$ cat config.mk
export PLATFORM = sky130hd
export DESIGN_NAME = ssd_lane
export DESIGN_NICKNAME = d
export VERILOG_FILES = /design/src/rtl/ssd_pkg.sv /design/src/rtl/ssd_lane.sv
export SDC_FILE = /design/constraint.sdc
export NUM_CORES = 2
export LEC_CHECK = 0
export ABC_AREA = 0
export BUFFER_PORTS_ARGS = -buffer_cell sky130_fd_sc_hd__buf_2
export CAP_MARGIN = 20
export CORE_MARGIN = 1.5
export CORE_UTILIZATION = 45
export DETAILED_ROUTE_END_ITERATION = 8
export SLEW_MARGIN = 40
export SYNTH_ARGS = -nofsm -noshare
export SYNTH_HDL_FRONTEND = slang
export SYNTH_SLANG_ARGS = --single-unit
$ cat constraint.sdc
create_clock -name clk -period 6.75 [get_ports clk]
set_input_delay 0.3375 -clock clk [delete_from_list [all_inputs] [get_ports clk]]
set_output_delay 0.3375 -clock clk [all_outputs]
set_load 0.005 [all_outputs]
$ cat src/rtl/ssd_pkg.sv
// Shared types and constants for the stereo sweep delay.
// No dependencies; every other file in rtl/ refers to it by scoped names.
`timescale 1ns / 1ps

package ssd_pkg;

  // configuration register indexes
  localparam int CFG_AW = 1;
  localparam logic [CFG_AW-1:0] REG_DELAY_FRAMES = 1'b0;
  localparam logic [CFG_AW-1:0] REG_DELAY_GAIN   = 1'b1;

  localparam logic [15:0] DELAY_RESET = 16'd1000;
  localparam logic [15:0] GAIN_RESET  = 16'd16384;

  // scaling: d = floor((s*w*g + ROUND) / (2^16 * DIV_BY))
  localparam int ROUND  = 3276800;
  localparam int DIV_BY = 100;

  // pan position in hundredths, -1..101
  typedef logic signed [7:0] weight_t;
  localparam weight_t PAN_FULL = 8'sd100;

  // output queue and credit counting
  localparam int FIFO_DEPTH = 8;
  localparam int FIFO_AW    = 3;
  typedef logic [FIFO_AW:0] cnt_t;

  // frames accepted but not yet written back (stage 0 plus four lane stages)
  typedef logic [2:0] flight_t;

  typedef struct packed {
    logic rd_en;
    logic wr_en;
  } ring_ctl_t;

endpackage

$ cat src/rtl/ssd_lane.sv
// One channel lane: scales the delayed sample by pan weight and delay gain.
// Depends on ssd_pkg; four register stages, divide by 6553600 as shift plus reciprocal.
`timescale 1ns / 1ps

module ssd_lane #(
  parameter int SB = 24
) (
  input  logic                   clk,
  input  logic signed [SB-1:0]   dry_in,
  input  logic signed [SB-1:0]   wet_in,
  input  ssd_pkg::weight_t       weight,
  input  logic [15:0]            gain,
  output logic signed [SB-1:0]   dry_out,
  output logic signed [SB+1:0]   d_out
);

  localparam int PW        = SB + 24;
  localparam int ZW        = PW - 16;
  localparam int DIV_SHIFT = ZW + 8;
  localparam int RW        = ZW + 3;
  localparam int QW        = ZW + RW;
  localparam int Q0W       = QW - DIV_SHIFT;
  localparam int DW        = SB + 2;
  localparam logic [RW-1:0] RECIP =
    RW'(((64'd1 << DIV_SHIFT) + 64'd99) / 64'd100);

  logic signed [SB+7:0] m1_r;
  logic signed [PW-1:0] x_r;
  logic signed [ZW-1:0] z;
  logic signed [ZW-1:0] z2_r;
  logic signed [QW-1:0] qm_r;
  logic signed [Q0W-1:0] q0;
  logic signed [ZW:0]   rem;
  logic signed [Q0W-1:0] qc;
  logic signed [DW-1:0] d_r;
  logic signed [SB-1:0] dry1_r, dry2_r, dry3_r, dry4_r;

  // floor(x / 2^16) is an arithmetic shift; the rest is floor(z / 100)
  assign z  = x_r[PW-1:16];
  assign q0 = qm_r[QW-1:DIV_SHIFT];

  // reciprocal estimate is off by at most one; fix it with the remainder
  always_comb begin
    rem = (ZW+1)'(z2_r) - (ZW+1)'(q0) * (ZW+1)'(ssd_pkg::DIV_BY);
    priority if (rem[ZW]) begin
      qc = q0 - Q0W'(1);
    end else if (rem >= (ZW+1)'(ssd_pkg::DIV_BY)) begin
      qc = q0 + Q0W'(1);
    end else begin
      qc = q0;
    end
  end

  always_ff @(posedge clk) begin
    m1_r   <= (SB+8)'(wet_in) * (SB+8)'(weight);
    x_r    <= PW'(m1_r) * PW'($signed({1'b0, gain})) + PW'(ssd_pkg::ROUND);
    qm_r   <= QW'(z) * QW'($signed({1'b0, RECIP}));
    z2_r   <= z;
    d_r    <= DW'(qc);
    dry1_r <= dry_in;
    dry2_r <= dry1_r;
    dry3_r <= dry2_r;
    dry4_r <= dry3_r;
  end

  assign dry_out = dry4_r;
  assign d_out   = d_r;

endmodule

Word-level counts from Yosys, hierarchy flattened --
Cells that the tools add are included. Widths: inputs -> output; s select.
Cells by class: $lt $le $gt $ge 1, multiplexer cells 2, $add $sub $neg 4, multiply operators 4
Operators with widths (count):
- $mul 32x34->66 const B | 1
- $mux 26 | 2
- $add 48x23->48 const B | 1
- $mul 32x17->48 | 1
- $ge 33x8->1 const B | 1
- $sub 32x33->33 | 1
- $mul 24x8->32 | 1
- $mul 27x6->31 const B | 1
- $add 26x2->26 const B | 1
- $sub 26x2->26 const B | 1
Storage, ports and cells: input port bits 73, logic and storage cells 20, output and inout port bits 50, flip-flop bits (word level) 300

Longest topological paths before layout --
depth in word-level cells 5, mapped depth 33, depth with buffers taken out 32

Worst setup path before layout --
Ideal clock, no wire load.
kind reg2reg, start point register qm_r[41], end point register d_r[5], in the netlist d_out[5], cell stages (with the launch flop) 34, buffers on the path 1, setup time 0.072 ns, required time 6.678 ns, clock period less this slack 7.073 ns, arrival time 7.001 ns, slack -0.323 ns, cell sequence dfxtp_1 inv_1 ha_1 xor2_1 ha_1 ha_1 ha_1 fa_1 a21o_1 a21o_1 a21oi_1 o21ai_0 a21oi_1 or4b_2 a31oi_1 a41oi_1 a21oi_1 a21o_1 a21oi_1 xor2_1 ha_1 inv_1 a222oi_1 o2111ai_1 or4_1 nor4_1 nand4_1 and4bb_1 o2111ai_2 nor3_4 nor2_2 buf_6 a32oi_2 xnor2_1
On the way: longest elaborated chain between the ends 5, elaborated cells on any way between the ends 7, those cells by class add/sub: 3; mul: 1; order compare: 1; mux: 2
Ends and longest elaborated chain:
- from (decl) | RTL line ssd_lane.sv:31 | logic signed [QW-1:0] qm_r;
- from (signal assigned) | RTL line ssd_lane.sv:57 | qm_r <= QW'(z) * QW'($signed({1'b0, RECIP}));
- $mul 27x6->31 | RTL line ssd_lane.sv:44 | rem = (ZW+1)'(z2_r) - (ZW+1)'(q0) * (ZW+1)'(ssd_pkg::DIV_BY);
- $sub 32x33->33 | RTL line ssd_lane.sv:44
- $ge 33x8->1 | RTL line ssd_lane.sv:47 | end else if (rem >= (ZW+1)'(ssd_pkg::DIV_BY)) begin
- $mux 26 | RTL line ssd_lane.sv:47
- $mux 26 * | RTL line ssd_lane.sv:45 | priority if (rem[ZW]) begin
- net qc[5] | RTL line ssd_lane.sv:34 | logic signed [Q0W-1:0] qc;
- to (signal assigned) | RTL line ssd_lane.sv:59 | d_r <= DW'(qc);
- to (decl) | RTL line ssd_lane.sv:35 | logic signed [DW-1:0] d_r;
Mark *: on every way through the listed nets, which the timed path passes. The rest lies on a longest branch.

Worst setup path in the final report --
start point register x_r[23], end point register qm_r[60]
On the way: longest elaborated chain between the ends 1
Ends and longest elaborated chain:
- from (decl) | RTL line ssd_lane.sv:28 | logic signed [PW-1:0] x_r;
- from (signal assigned) | RTL line ssd_lane.sv:56 | x_r <= PW'(m1_r) * PW'($signed({1'b0, gain})) + PW'(ssd_pkg::ROUND);
- $mul 32x34->66 | RTL line ssd_lane.sv:57
Every way passes these cells.

==> run metrics <==
status=finished with violations; violated checks=negative setup slack; Adder-Cell Fraction of Synth Area=0.588; clock transition at the registers of the reported paths=0.06 ns; WS Path Type=flop to flop; row count=122; Min Clock Period, post-route=~7.2 ns; Vias=35,865; share of cells above drive strength 1=0.173; skew final=0.0182 ns; mux cell area share after synthesis=0.00122; Post-synth EDFFs=0; CP bufs+invs=8; multi-input logic area=0.0406 mm²; post-synth top area share=0.411; RSZ-0062 raised after global routing=yes; final WL=126 mm; final hold viol count=0; Worst path top cell family by delay=adder cells; Yosys cell types=87; xor-xnor portion of the synthesized cell area=0.0262; # fillers=10,267; total grt overflow=0; DRT iter0 DRCs=between 1,000 and 1,500; Slew Viols, Final=0; FFs w/ async S/R, synth=0; R2R Setup Slk=-0.42 ns; later-pin clock latency in the skew report=around 0.63 ns; Total GRT Usage=0.229; DR WL/cell=around 17 µm; Final Net Count=7,727; Critical Path AT=around 7.7 ns; Setup crit end kind=flop; clk buf depth=3; Place WS=-0.752 ns; Area Overhead vs Synth=17.9%; RePlAce Congestion=0.958; mapped cell area=0.0504 mm²; Pre-Repair DR Iteration Count=6; register area=~0.005 mm²; largest family of logic cells by synthesized area=adder cells; most used cell along the critical path=fa_1; Worst Max-Slew Pin Slew=0.855 ns; placed cell areas=0.0569 mm²; Die Footprint=~0.11 mm²; total clock sinks=243; Synth warnings=0; Root Driver=clkbuf_16; post-synth top area cell=fa_1; Num CTS Buffers=31; worst min path class=input pin to flop; Syn Nets=7,066; Max-cap violations=0; initial core utilization=0.455; initial antenna violation count=9; I/O Buffers=122; CP max FO=4; Post-synth top flop=dfxtp_1; routed vias/inst=4.83; htree depth=1; die width=338 µm; Final setup viols=47; CTS tree=built; first-pass GRT wire length=approximately 200 mm; Slowest cell on crit path=fa_1; vias in the first global route=38,863; Syn Area/Cell=9.60 µm²; CP max stage delay=0.58 ns; Critical Path Source Type=flop; Die Span Y=338 µm; Syn Inst Count=5,246; drc violations=0; Worst Setup Slack, final=-0.418 ns; Core Area=0.111 mm²; register area share after synthesis=0.0966; synth top area cells=fa_1 (41%), ha_1 (18%), inv_1 (11%), dfxtp_1 (9.7%), and2_1 (4.5%); design area=just under 0.06 mm²; period utilisation layout=1.06; Fmax=between 100 and 150 MHz; Synth Area in Compound Gates=0.0596; DRT antenna net count=0; Rel. slew slack=0.425; WP data required=7.31 ns; IO Pins=123; simple-gate share of the synthesized area=0.112; synthesized flop and latch total=about 240; largest net degree at the start of global routing=25; Detail Placement HPWL=112 mm
[per-layer routing]
layer  GRT usage  wire length (µm)  up-vias
li1            -                 -    17137
met1       0.306             56400    18067
met2       0.405             62500      523
met3      0.0201              4590      124
met4      0.0443              2740       14
met5           0                72        -
[Yosys cell counts, drive strengths merged (6+ instances only)]
library cell,count
nand2b,41
nand3,29
nor4,7
or2,13
nor2b,30
nand4,36
a211oi,12
fa,1034
a31oi,23
nand2,395
inv,1446
and3,24
clkbuf,107
o21a,25
a21o,71
a21oi,121
o211ai,8
nor3,26
and4,7
a31o,6
ha,713
nor2,107
a21boi,6
a22oi,10
a32oi,8
xor2,34
dfxtp,243
and2,361
xnor2,117
o21bai,11
o21ai,64
or3,13
a211o,12
[final timing paths]
path | from | to | cells past startpoint
worst min-delay path | wet_in[0] | m1_r[0] | 2
worst max-delay path | x_r[23] | qm_r[60] | 29
worst max register to register | x_r[23] | qm_r[60] | 29
worst min register to register | dry3_r[7] | dry_out[7] | 0
[logic make-up (layout without fill, tap and decap cells)]
family          count (synthesis)  in the layout
simple gates                 1103           1104
compound gates                439            439
flops                         243            243
mux                             6              6
buf+inv                      1557           2242
other cells                     0              1
xor+xnor                      151            151
fa+ha+maj                    1747           1747
[flip-flops by register name, summed over array words and instances, names as in the netlist]
name and flops:
d_out 26, dry_out 24, dry3_r 24, x_r 32, qm_r 27, m1_r 32, dry2_r 24, z2_r 30
dry1_r 24
[cell type report]
type                            count  share of cell area
Clock inverter                     22             0.00499
Inverter                         1446              0.0914
Multi-Input combinational cell   3447               0.684
Sequential cell                   243              0.0830
Antenna cell                        1           0.0000421
Timing Repair Buffer              738              0.0914
Tap cell                         1488              0.0313
Clock buffer                       36              0.0137
[stage by stage]
stage                     setup TNS, ns  utilization  instances  hold slack, ns
final                            -10.82        0.536       7421          0.0465
after global routing             -25.29        0.536       7421          0.0352
after global placement           -22.85        0.513       7309           0.310
after floorplan                 -0.0106            -       5246           0.310
after detailed placement         -28.57        0.513       7309           0.312
after CTS                         -8.80        0.531       7412          0.0100
[timing repair]
action,in CTS,in global routing
endpoints found under the setup margin,54,63
gates resized for setup,117,123
hold endpoints to repair,24,0
cloned,1,0
pin swaps,87,97
hold buffers,24,0
buffers inserted,29,15
[cell usage in the layout, fill, tap and decap left out, drive strengths merged, types with 36 or more instances in the layout]
cell and count:
a21o 71, a21oi 121, and2 361, buf 714, clkbuf 36, dfxtp 243
fa 1034, ha 713, inv 1455, nand2 395, nand2b 41, nand4 36
nor2 108, o21ai 64, xnor2 117
Power is left out: the tool's default activity adds up to more than one toggle a clock period on the data nets, which glitch-free logic cannot reach.
